<file path="config.mk">
export PLATFORM = sky130hd
export DESIGN_NAME = morse_character_keyer
export DESIGN_NICKNAME = d
export VERILOG_FILES = /design/src/rtl/core/mck_pkg.sv /design/src/rtl/core/mck_ctrl.sv /design/src/rtl/core/mck_dpath.sv /design/src/rtl/core/morse_character_keyer.sv
export SDC_FILE = /design/constraint.sdc
export NUM_CORES = 1
export LEC_CHECK = 0
export ABC_AREA = 1
export BUFFER_PORTS_ARGS = -buffer_cell sky130_fd_sc_hd__buf_4
export CAP_MARGIN = 20
export CORE_UTILIZATION = 55
export CTS_BUF_LIST = sky130_fd_sc_hd__clkbuf_4 sky130_fd_sc_hd__clkbuf_8
export DETAILED_ROUTE_END_ITERATION = 12
export GPL_TIMING_DRIVEN = 1
export MAX_ROUTING_LAYER = met4
export PLACE_DENSITY = 0.75
export SYNTH_ARGS = -nofsm -noshare
export SYNTH_HDL_FRONTEND = slang
export SYNTH_SLANG_ARGS = --single-unit
</file>
<file path="constraint.sdc">
create_clock -name aclk -period 3.97 [get_ports aclk]
set_input_delay 0.794 -clock aclk [delete_from_list [all_inputs] [get_ports aclk]]
set_output_delay 0.794 -clock aclk [all_outputs]
set_load 0.02 [all_outputs]
</file>
<file path="src/rtl/core/mck_pkg.sv">
package mck_pkg;

    localparam int CHAR_W = 8;
    localparam int DUR_W  = 16;
    localparam int CNT_W  = 3;
    localparam int PAT_W  = 4;
    localparam int IDX_W  = 3;

    localparam logic [IDX_W-1:0] REG_DOT      = 3'd0;
    localparam logic [IDX_W-1:0] REG_DASH     = 3'd1;
    localparam logic [IDX_W-1:0] REG_ELEM_GAP = 3'd2;
    localparam logic [IDX_W-1:0] REG_CHAR_GAP = 3'd3;
    localparam logic [IDX_W-1:0] REG_WORD_GAP = 3'd4;
    localparam logic [IDX_W-1:0] REG_SENT_GAP = 3'd5;

    localparam logic [DUR_W-1:0] DOT_RST      = 16'd250;
    localparam logic [DUR_W-1:0] DASH_RST     = 16'd750;
    localparam logic [DUR_W-1:0] ELEM_GAP_RST = 16'd250;
    localparam logic [DUR_W-1:0] CHAR_GAP_RST = 16'd750;
    localparam logic [DUR_W-1:0] WORD_GAP_RST = 16'd1750;
    localparam logic [DUR_W-1:0] SENT_GAP_RST = 16'd2500;

    localparam logic [CHAR_W-1:0] CH_A       = 8'h61;
    localparam logic [CHAR_W-1:0] CH_Z       = 8'h7A;
    localparam logic [CHAR_W-1:0] CH_SPACE   = 8'h20;
    localparam logic [CHAR_W-1:0] CH_NEWLINE = 8'h0A;

    localparam int NUM_LETTERS = 26;

    // [6:4] element count, [3:0] elements, first in highest used bit, 1 = dash
    localparam logic [7:0] LETTER_CODE [NUM_LETTERS] = '{
        8'h21, 8'h48, 8'h4A, 8'h34, 8'h10, 8'h42, 8'h36, 8'h40, 8'h20, 8'h47,
        8'h35, 8'h44, 8'h23, 8'h22, 8'h37, 8'h46, 8'h4D, 8'h32, 8'h30, 8'h11,
        8'h31, 8'h41, 8'h33, 8'h49, 8'h4B, 8'h4C
    };

    typedef enum logic [1:0] {
        KIND_LETTER,
        KIND_SPACE,
        KIND_NEWLINE,
        KIND_OTHER
    } kind_t;

    typedef enum logic [2:0] {
        SEG_MARK,
        SEG_ELEM_GAP,
        SEG_WORD_GAP,
        SEG_SENT_GAP,
        SEG_CHAR_GAP
    } seg_t;

    typedef enum logic [1:0] {
        ST_IDLE,
        ST_DISPATCH,
        ST_GAP,
        ST_CLOSE
    } state_t;

    typedef struct packed {
        logic load_char;
        logic load_out;
        logic shift;
        seg_t seg_sel;
    } cmd_t;

    typedef struct packed {
        logic  out_free;
        kind_t kind;
        logic  cnt_zero;
    } stat_t;

endpackage

</file>
<file path="src/rtl/core/mck_ctrl.sv">
module mck_ctrl
    import mck_pkg::*;
(
    input  logic  aclk,
    input  logic  aresetn,
    input  logic  s_tvalid,
    output logic  s_tready,
    input  stat_t stat,
    output cmd_t  cmd
);

    state_t state_reg, state_next;

    always_ff @(posedge aclk) begin
        if (!aresetn) begin
            state_reg <= ST_IDLE;
        end else begin
            state_reg <= state_next;
        end
    end

    always_comb begin
        state_next = state_reg;
        unique case (state_reg)
            ST_IDLE: begin
                if (s_tvalid) state_next = ST_DISPATCH;
            end
            ST_DISPATCH: begin
                if (stat.out_free) begin
                    unique case (stat.kind)
                        KIND_LETTER:  state_next = stat.cnt_zero ? ST_IDLE : ST_GAP;
                        KIND_SPACE:   state_next = ST_CLOSE;
                        KIND_NEWLINE: state_next = ST_CLOSE;
                        KIND_OTHER:   state_next = ST_IDLE;
                        default:      state_next = ST_IDLE;
                    endcase
                end
            end
            ST_GAP: begin
                if (stat.out_free) state_next = ST_DISPATCH;
            end
            ST_CLOSE: begin
                if (stat.out_free) state_next = ST_IDLE;
            end
            default: state_next = ST_IDLE;
        endcase
    end

    always_comb begin
        s_tready      = 1'b0;
        cmd.load_char = 1'b0;
        cmd.load_out  = 1'b0;
        cmd.shift     = 1'b0;
        cmd.seg_sel   = SEG_CHAR_GAP;
        unique case (state_reg)
            ST_IDLE: begin
                s_tready      = 1'b1;
                cmd.load_char = s_tvalid;
            end
            ST_DISPATCH: begin
                cmd.load_out = stat.out_free;
                unique case (stat.kind)
                    KIND_LETTER:  cmd.seg_sel = stat.cnt_zero ? SEG_CHAR_GAP : SEG_MARK;
                    KIND_SPACE:   cmd.seg_sel = SEG_WORD_GAP;
                    KIND_NEWLINE: cmd.seg_sel = SEG_SENT_GAP;
                    KIND_OTHER:   cmd.seg_sel = SEG_CHAR_GAP;
                    default:      cmd.seg_sel = SEG_CHAR_GAP;
                endcase
            end
            ST_GAP: begin
                cmd.load_out = stat.out_free;
                cmd.shift    = stat.out_free;
                cmd.seg_sel  = SEG_ELEM_GAP;
            end
            ST_CLOSE: begin
                cmd.load_out = stat.out_free;
                cmd.seg_sel  = SEG_CHAR_GAP;
            end
            default: ;
        endcase
    end

endmodule

</file>
<file path="src/rtl/core/mck_dpath.sv">
module mck_dpath
    import mck_pkg::*;
(
    input  logic              aclk,
    input  logic              aresetn,
    input  logic              cfg_wr_en,
    input  logic [IDX_W-1:0]  cfg_addr,
    input  logic [DUR_W-1:0]  cfg_wr_data,
    input  logic [CHAR_W-1:0] char_code,
    input  cmd_t              cmd,
    output stat_t             stat,
    output logic              out_valid,
    input  logic              out_ready,
    output logic              out_level,
    output logic [DUR_W-1:0]  out_dur,
    output logic              out_last
);

    logic [DUR_W-1:0] dot_reg, dash_reg, elem_gap_reg, char_gap_reg, word_gap_reg, sent_gap_reg;

    always_ff @(posedge aclk) begin
        if (!aresetn) begin
            dot_reg      <= DOT_RST;
            dash_reg     <= DASH_RST;
            elem_gap_reg <= ELEM_GAP_RST;
            char_gap_reg <= CHAR_GAP_RST;
            word_gap_reg <= WORD_GAP_RST;
            sent_gap_reg <= SENT_GAP_RST;
        end else if (cfg_wr_en) begin
            case (cfg_addr)
                REG_DOT:      dot_reg      <= cfg_wr_data;
                REG_DASH:     dash_reg     <= cfg_wr_data;
                REG_ELEM_GAP: elem_gap_reg <= cfg_wr_data;
                REG_CHAR_GAP: char_gap_reg <= cfg_wr_data;
                REG_WORD_GAP: word_gap_reg <= cfg_wr_data;
                REG_SENT_GAP: sent_gap_reg <= cfg_wr_data;
                default: ;
            endcase
        end
    end

    // character decode
    logic [CHAR_W-1:0] ofs;
    logic [7:0]        code;
    logic [CNT_W-1:0]  len;
    logic [PAT_W-1:0]  pat_aligned;
    kind_t             kind;

    assign ofs = char_code - CH_A;

    always_comb begin
        code = 8'h00;
        if (char_code >= CH_A && char_code <= CH_Z) begin
            code = LETTER_CODE[ofs[4:0]];
        end
        len         = code[6:4];
        // first element lands in the top bit
        pat_aligned = code[3:0] << (3'd4 - len);
        if (char_code >= CH_A && char_code <= CH_Z) begin
            kind = KIND_LETTER;
        end else if (char_code == CH_SPACE) begin
            kind = KIND_SPACE;
        end else if (char_code == CH_NEWLINE) begin
            kind = KIND_NEWLINE;
        end else begin
            kind = KIND_OTHER;
        end
    end

    kind_t            kind_reg;
    logic [CNT_W-1:0] cnt_reg;
    logic [PAT_W-1:0] pat_reg;

    always_ff @(posedge aclk) begin
        if (!aresetn) begin
            kind_reg <= KIND_OTHER;
            cnt_reg  <= '0;
        end else if (cmd.load_char) begin
            kind_reg <= kind;
            cnt_reg  <= len;
        end else if (cmd.shift) begin
            cnt_reg  <= cnt_reg - 3'd1;
        end
    end

    always_ff @(posedge aclk) begin
        if (cmd.load_char) begin
            pat_reg <= pat_aligned;
        end else if (cmd.shift) begin
            pat_reg <= {pat_reg[PAT_W-2:0], 1'b0};
        end
    end

    // result register
    logic             valid_reg;
    logic             level_reg, last_reg;
    logic [DUR_W-1:0] dur_reg;
    logic             level_next, last_next;
    logic [DUR_W-1:0] dur_next;

    always_comb begin
        level_next = 1'b0;
        last_next  = 1'b0;
        dur_next   = char_gap_reg;
        unique case (cmd.seg_sel)
            SEG_MARK: begin
                level_next = 1'b1;
                dur_next   = pat_reg[PAT_W-1] ? dash_reg : dot_reg;
            end
            SEG_ELEM_GAP: dur_next = elem_gap_reg;
            SEG_WORD_GAP: dur_next = word_gap_reg;
            SEG_SENT_GAP: dur_next = sent_gap_reg;
            SEG_CHAR_GAP: last_next = 1'b1;
            default:      last_next = 1'b1;
        endcase
    end

    always_ff @(posedge aclk) begin
        if (!aresetn) begin
            valid_reg <= 1'b0;
        end else if (cmd.load_out) begin
            valid_reg <= 1'b1;
        end else if (out_ready) begin
            valid_reg <= 1'b0;
        end
    end

    always_ff @(posedge aclk) begin
        if (cmd.load_out) begin
            level_reg <= level_next;
            dur_reg   <= dur_next;
            last_reg  <= last_next;
        end
    end

    assign stat.out_free = !valid_reg || out_ready;
    assign stat.kind     = kind_reg;
    assign stat.cnt_zero = (cnt_reg == '0);

    assign out_valid = valid_reg;
    assign out_level = level_reg;
    assign out_dur   = dur_reg;
    assign out_last  = last_reg;

endmodule

</file>
<file path="src/rtl/core/morse_character_keyer.sv">
// channel  dir  handshake          payload
// s_       in   s_tvalid/s_tready  s_tdata[7:0] char_code
// m_       out  m_tvalid/m_tready  m_tdata[0] line_level, [16:1] duration_ms; m_tlast
// cfg_     in   cfg_wr_en          cfg_addr register index, cfg_wr_data value
//
// One character at a time: n segments (1..9); the character is first decoded and latched,
// then one segment per cycle goes into the output register while m_tready does not stall.
// The next character is taken while the closing segment still waits on m_tready.
// aresetn is synchronous, active low; registers return to their default timings.
// A stall on m_tready holds the sequencer until the output register frees.
module morse_character_keyer
    import mck_pkg::*;
(
    input  logic              aclk,
    input  logic              aresetn,
    input  logic              cfg_wr_en,
    input  logic [IDX_W-1:0]  cfg_addr,
    input  logic [DUR_W-1:0]  cfg_wr_data,
    input  logic              s_tvalid,
    output logic              s_tready,
    input  logic [7:0]        s_tdata,   // [7:0] char_code
    output logic              m_tvalid,
    input  logic              m_tready,
    output logic [23:0]       m_tdata,   // [0] line_level, [16:1] duration_ms, [23:17] zero
    output logic              m_tlast
);

    cmd_t             cmd;
    stat_t            stat;
    logic             level;
    logic [DUR_W-1:0] dur;

    mck_ctrl u_ctrl (
        .aclk     (aclk),
        .aresetn  (aresetn),
        .s_tvalid (s_tvalid),
        .s_tready (s_tready),
        .stat     (stat),
        .cmd      (cmd)
    );

    mck_dpath u_dpath (
        .aclk        (aclk),
        .aresetn     (aresetn),
        .cfg_wr_en   (cfg_wr_en),
        .cfg_addr    (cfg_addr),
        .cfg_wr_data (cfg_wr_data),
        .char_code   (s_tdata),
        .cmd         (cmd),
        .stat        (stat),
        .out_valid   (m_tvalid),
        .out_ready   (m_tready),
        .out_level   (level),
        .out_dur     (dur),
        .out_last    (m_tlast)
    );

    assign m_tdata = {7'd0, dur, level};

endmodule

</file>
==> reports/results.ini, run 1 <==
[cells_and_area]
area_delta_synth_final_pct=13.3
post-route-cell-area_sq_um=6960
layout-drive-gt1-share_pct=12.7
diodes=0
fin_util_pct=64.2
nets=942
instances_no_fill=1044

[cts]
cts.sinks=126
clockRootBuffer=clkbuf_8
cts_buffers=17
clockBufferDepth=2
clkTransAtPathRegs_ps=70
post_cts_buffers=0
cts.htree.levels=4
tritoncts=done
cts-resized-gates=0
worstSkewPairLatency_ps=450
cts.hold.buffers_added=0

[critical_path]
cp_data_arrival_time_ps=3070
worst_setup_path_start_kind=input port
cp_slowest_cell=ha_1
worstPathCellList=buf_4, inv_1, ha_1, inv_1, nand2_1, nand2_1, nand2_1, nand2_1, nand2_1, nand3_1, nand2_2, nand2_2, ha_1, inv_1, a21oi_1, nor2_1, nand2_1, nand2_1
path_class=in2reg
r2r_slack_ps=1520
critPathRequiredTime_ps=4180
path_max_fanout=10
crit_buf_inv=4
cpMostUsedCell=nand2_1
max_stage_delay_ps=340
cp-end-kind=flip-flop
cp_top_family=simple AND/OR/NAND/NOR gates

[job]
drv_cap=0

[power_and_ir_drop]
switchingPower_mw=1.09
p_comb_share_pct=22.6
seq_power_share_pct=44.9
clkPwrFrac_pct=32.5
peakVddDrop_mv=0.371
leakage_nw=3.30
p_per_area_nw_per_um2=488
intPower_mw=2.30
power.share.switching_pct=32.2

[grt]
grt_pass1_wl_um=24800
gr-total-overflow=0
grt_max_degree=104
antenna_found_initial=0
track_usage_pct=28.2
grt_pass1_vias=5369

[synth]
netlist_instances=851
synthTopCellsByCount=232 x nand2_1, 124 x nor2_1, 104 x dfxtp_1
ys_warn_count=0
synth_top_area_share_pct=33.9
yosysMostFrequentCell=nand2_1
synthTopCellsByArea=dfxtp_1 34%, nand2_1 14%, edfxtp_1 11%, nor2_1 7.6%, o21ai_0 6.9%
seq_area_frac_synth_pct=44.7
synth_edf_count=22
postSynthAreaPerCell_sq_um=7.21
synth_flop_cell=dfxtp_1
synth_area_sq_um=6140
synthArstFlopShare_pct=0
yosysTopAreaCell=dfxtp_1
ys_types=33
synth_seq_cells=126

[route]
totalWireLength_um=14900
viasPerCell=5.40
drt-wirelength-per-cell_um=14.2
firstDrtPassIters=5
drc=0
drt_first_iter_violations=386
ant_nets=0
vias=5636

[worst_hold_path]
min_path_type=reg2reg

[sta]
grt_setup_unrepaired=no
fmax_mhz=350
finalClockSkew_ps=8.71
fin_crit_ps=2860
setup_violations=0
finalHoldViolations=0
worstMarginPinSlew_ps=979
finalWorstSetupSlack_ps=1110
fin_tns_setup_ps=0
slew_violations=0
timing.max_slew.rel_slack_pct=34.7
post-route-period-util_pct=72.0

[die]
ioPinCount=59
start_util_pct=56.6
die_height_um=108
core_sq_um=10800
die_area_sq_um=11600
fp.dieW_um=108
rows=38

[placement]
io_buffers=51
dp_cells=1012
globalplace.congestion=0.917
placed_area_sq_um=6560
pre_cts_ws_ps=690
hpwl_um=10200

[run_status]
status=complete, no violations

## per-layer routing
layer,track usage (%),up-vias,part of all wire (%)
li1,-,2813,-
met1,32.3,2625,43
met2,48.1,163,49
met3,5.81,35,5.0
met4,11.0,0,2.4
met5,-,-,0
## power groups by stage
stage | logic, mW | clock network, mW | registers, mW
after detailed placement | 0.764 | 0 | 1.55
after CTS | 0.766 | 1.12 | 1.52
after global routing | 0.855 | 1.18 | 1.54
final | 0.765 | 1.10 | 1.52
after floorplan | 0.462 | 0 | 1.60
after global placement | 0.748 | 0 | 1.55
## placed cells by master, fill, tap and decap left out
master      instances
nand2_1           232
o21ai_1             2
inv_2               5
inv_1              71
nand3_2             4
o21ai_0            85
o31ai_1             1
dfxtp_1           104
conb_1              7
o211ai_1           14
and3b_1             1
nor3_1              2
ha_1               19
inv_4               2
nand3b_1            1
nor3_2              2
nor2_1            124
bufinv_16           2
a21oi_1            27
o21a_1              2
clkinv_4            4
edfxtp_1           22
nor3b_4             1
nand3_1            56
a21oi_2             1
nand2_2             4
clkinv_2            3
nor2_2              5
clkbuf_4            1
clkbuf_8           18
inv_6               1
nand4_1             2
nand2_4             1
a211oi_1           17
buf_4              58
clkinvlp_4          1
nor2_4              2
## path summary, 6_finish.rpt
| check | start | to | cells after the start |
|---|---|---|---|
| worst min-delay path | u_dpath.dot_reg[8]$_SDFFE_PN0P_ | u_dpath.dot_reg[8]$_SDFFE_PN0P_ | 2 |
| worst min register to register | u_dpath.dot_reg[8]$_SDFFE_PN0P_ | u_dpath.dot_reg[8]$_SDFFE_PN0P_ | 2 |
| worst max register to register | u_ctrl.state_reg[1]$_SDFFE_PN0P_ | u_dpath.out_dur[10]$_DFFE_PP_ | 10 |
| worst max-delay path | s_tdata[0] | u_dpath.pat_reg[2]$_DFFE_PP_ | 18 |
## per-stage QoR
stage,power [mW],hold WS (ps)
5_1_grt,3.57,471
3_5_place_dp,2.32,439
4_1_cts,3.41,450
3_3_place_gp,2.29,434
2_1_floorplan,2.06,424
6_report,3.39,447
## worst reg2reg max path: cells and delay by family (launching register included)
kind                     cells  cell delay [ps]
buffers and inverters        2              190
flip-flops                   1              350
adder cells (fa/ha/maj)      1              290
AND/OR/NAND/NOR              7             1480
## layout make-up
cell class | instances | area, sq um
clock buffers | 19 | 255
clock inverters | 13 | 139
fillers | 976 | 3880
inverters | 76 | 285
multi-input cells | 612 | 2920
flip-flops and latches | 126 | 2740
well taps | 140 | 175
repair buffers | 58 | 435
## kinds of logic after synthesis
family                   Yosys count  share of synthesized area [%]
AO/OA/AOI/OAI                    149                           13.6
adder cells (fa/ha/maj)           19                           3.87
buffers and inverters            119                           8.07
flip-flops                       126                           44.7
other                              1                         0.0611
AND/OR/NAND/NOR                  437                           29.7
(Power assumes the default switching activity.)
==> run 2: changes to the inputs <==
--- a/config.mk
+++ b/config.mk
@@ -5,7 +5,7 @@
 export SDC_FILE = /design/constraint.sdc
 export NUM_CORES = 1
 export LEC_CHECK = 0
-export ABC_AREA = 1
+export ABC_AREA = 0
 export BUFFER_PORTS_ARGS = -buffer_cell sky130_fd_sc_hd__buf_4
 export CAP_MARGIN = 20
 export CORE_UTILIZATION = 55
==> constraint.sdc (replaced) <==
create_clock -name aclk -period 2.8 [get_ports aclk]
set_input_delay 0.56 -clock aclk [delete_from_list [all_inputs] [get_ports aclk]]
set_output_delay 0.56 -clock aclk [all_outputs]
set_load 0.02 [all_outputs]
==> reports/results.ini, run 2 <==
[synth]
synth_top_area_share_pct=32.5  ; was 33.9%
yosysTopAreaCell=dfxtp_1  ; unchanged
synth-compound-area-share_pct=16.8  ; was 13.6%
postSynthAreaPerCell_sq_um=8.49  ; was 7.21 sq um
synth_area_sq_um=6410  ; was 6140 sq um
synth_seq_cells=126  ; unchanged
synth-adder-area-share_pct=3.71  ; was 3.87%
synthArstFlopShare_pct=0  ; unchanged
ys_types=68  ; was 33
netlist_instances=755  ; was 851
synth_flop_cell=dfxtp_1  ; unchanged
ys_warn_count=0  ; unchanged
seq_area_frac_synth_pct=42.8  ; was 44.7%
synth_top_family_by_area=simple AND/OR/NAND/NOR gates  ; unchanged
muxShareOfSynthArea_pct=5.33  ; was 0%
synthTopCellsByCount=236 x nand2_1, 104 x dfxtp_1, 57 x a21boi_0  ; was 232 x nand2_1, 124 x nor2_1, 104 x dfxtp_1
synth_simple_gate_area_share_pct=24.3  ; was 29.7%
synth_edf_count=22  ; unchanged
yosysMostFrequentCell=nand2_1  ; unchanged
synthTopCellsByArea=dfxtp_1 32%, nand2_1 14%, edfxtp_1 10%, a21boi_0 6.7%, ha_1 3.7%  ; was dfxtp_1 34%, nand2_1 14%, edfxtp_1 11%, nor2_1 7.6%, o21ai_0 6.9%
synth_xor_area_share_pct=1.85  ; was 0%

[die]
rows=39  ; was 38
fp.dieW_um=110  ; was 108 um
die_height_um=110  ; was 108 um
ioPinCount=59  ; unchanged
start_util_pct=56.4  ; was 56.6%
die_area_sq_um=12100  ; was 11600 sq um
core_sq_um=11400  ; was 10800 sq um

[placement]
placed_area_sq_um=7170  ; was 6560 sq um
pre_cts_ws_ps=-185  ; was 690 ps
globalplace.congestion=0.907  ; was 0.917
io_buffers=51  ; unchanged
dp_cells=949  ; was 1012
hpwl_um=11700  ; was 10200 um

[power_and_ir_drop]
p_per_area_nw_per_um2=595  ; was 488 nW/um^2
leakage_nw=2.99  ; was 3.30 nW
power_mw=4.51  ; was 3.39 mW
peakVddDrop_mv=0.535  ; was 0.371 mV

[cells_and_area]
fillers=953  ; was 976
mostFrequentLayoutCell=nand2_1  ; unchanged
diodes=0  ; unchanged
instances_no_fill=981  ; was 1044
area_delta_synth_final_pct=18.1  ; was 13.3%
post-route-cell-area_sq_um=7580  ; was 6960 sq um
final_cell_mix=236 x nand2_1, 104 x dfxtp_1, 101 x buf_4, 57 x a21boi_0, 43 x nand3_1  ; was 232 x nand2_1, 124 x nor2_1, 104 x dfxtp_1, 85 x o21ai_0, 71 x inv_1
fin_util_pct=66.6  ; was 64.2%
nets=876  ; was 942
layout-drive-gt1-share_pct=21.1  ; was 12.7%

[sta]
fmax_mhz=392
timing.max_slew.rel_slack_pct=46.1  ; was 34.7%
finalWorstSetupSlack_ps=247  ; was 1110 ps
fin_hold_ws_ps=372  ; was 447 ps
worstMarginPinSlew_ps=807  ; was 979 ps
fin_tns_setup_ps=0  ; unchanged
slew_violations=0  ; unchanged
grt_setup_unrepaired=no  ; unchanged
setup_violations=0  ; unchanged
finalClockSkew_ps=5.42  ; was 8.71 ps
finalHoldViolations=0  ; unchanged
post-route-period-util_pct=91.2
fin_crit_ps=2550

[cts]
cts.htree.levels=4  ; unchanged
tritoncts=done  ; unchanged
cts.sinks=126  ; unchanged
cts_buffers=17  ; unchanged
clockRootBuffer=clkbuf_8  ; unchanged
clockBufferDepth=2  ; unchanged
cts-resized-gates=0  ; unchanged
post_cts_buffers=0  ; unchanged
worstSkewPairLatency_ps=450  ; about the same
cts.hold.buffers_added=0  ; unchanged
clkTransAtPathRegs_ps=70  ; about the same

[grt]
grt_max_degree=49  ; was 104
grt_pass1_wl_um=27000  ; was 24800 um
antenna_found_initial=0  ; unchanged
grt_pass1_vias=5463  ; was 5369
track_usage_pct=30.6  ; was 28.2%
gr-total-overflow=0  ; unchanged

[critical_path]
path_class=in2reg  ; unchanged
r2r_start=u_dpath.cnt_reg[0]$_SDFFE_PN0P_  ; was u_ctrl.state_reg[1]$_SDFFE_PN0P_
reg2reg_depth=10  ; unchanged
cp_data_arrival_time_ps=2750  ; was 3070 ps
path_max_fanout=4  ; was 10
worstReg2RegEnd=u_dpath.out_dur[11]$_DFFE_PP_  ; was u_dpath.out_dur[10]$_DFFE_PP_
cp-end-kind=flip-flop  ; unchanged
critPathRequiredTime_ps=3000  ; was 4180 ps
r2r_slack_ps=520  ; was 1520 ps
worst_setup_path_start_kind=input port  ; unchanged

[route]
viasPerCell=5.81  ; was 5.40
totalWireLength_um=17100  ; was 14900 um
vias=5703  ; was 5636
drt_first_iter_violations=625  ; was 386
drc=0  ; unchanged
firstDrtPassIters=6  ; was 5
drt-wirelength-per-cell_um=17.4  ; was 14.2 um
ant_nets=0  ; unchanged

[worst_hold_path]
min_path_type=in2reg  ; was reg2reg
hold_start=cfg_wr_data[2]  ; was u_dpath.dot_reg[8]$_SDFFE_PN0P_
hold_path_depth=3  ; was 2
whs_endpoint=u_dpath.char_gap_reg[2]$_SDFFE_PN1P_  ; was u_dpath.dot_reg[8]$_SDFFE_PN0P_

[job]
drv_cap=0  ; unchanged

[run_status]
status=complete, no violations  ; unchanged

## run 2: metal layers
layer | global-route usage [%] | up-vias | wire [um]
li1 | - | 2729 | -
met1 | 36.9 | 2736 | 7390
met4 | 11.0 | 0 | 397
met3 | 7.41 | 33 | 983
met5 | - | - | 0
met2 | 49.8 | 205 | 8290
## run 2: power by group
group	leakage [nW]	switching, mW	internal [mW]
combinational	1.74	0.520	0.354
sequential	1.05	0.0452	1.98
clock	0.199	0.739	0.875
## run 2: layout make-up
type	instances	area, sq um	area share [%]
clock inverter	15	170	2.25
clock buffer	17	234	3.09
multi-input combinational	564	3410	45.0
sequential	126	2740	36.2
inverter	14	65.1	0.859
timing repair buffer	102	778	10.3
tap	143	179	2.36
## run 2: worst max path at each step
stage               startpoint                            to  depth (start not counted)
finish              s_tdata[0]  u_dpath.pat_reg[3]$_DFFE_PP_                         14
global route        s_tdata[0]  u_dpath.pat_reg[3]$_DFFE_PP_                         14
CTS                 s_tdata[0]  u_dpath.pat_reg[3]$_DFFE_PP_                         14
detailed placement  s_tdata[0]  u_dpath.pat_reg[3]$_DFFE_PP_                         14
global placement    s_tdata[0]  u_dpath.pat_reg[3]$_DFFE_PP_                         14
floorplan           s_tdata[1]  u_dpath.pat_reg[3]$_DFFE_PP_                         15
## run 2: critical path, stage by stage
cell and delay [ps]:
buf_4 140, inv_6 60, ha_4 180, xor2_4 150
nor3_1 70, or3b_1 370, a31o_1 220, o31ai_2 80
nand2_1 140, ha_4 290, inv_2 40, and2_4 130
a32oi_1 200, o21ai_1 100
## run 2: cell families (layout without fill, tap and decap cells)
family | Yosys count | count (layout)
AOI/OAI and AO/OA | 140 | 140
xor gates and xnor gates | 8 | 8
adders and majority gates | 19 | 19
buffers and inverters | 71 | 148
DFF | 126 | 126
muxes | 32 | 32
other | 1 | 7
and+or+nand+nor | 358 | 358
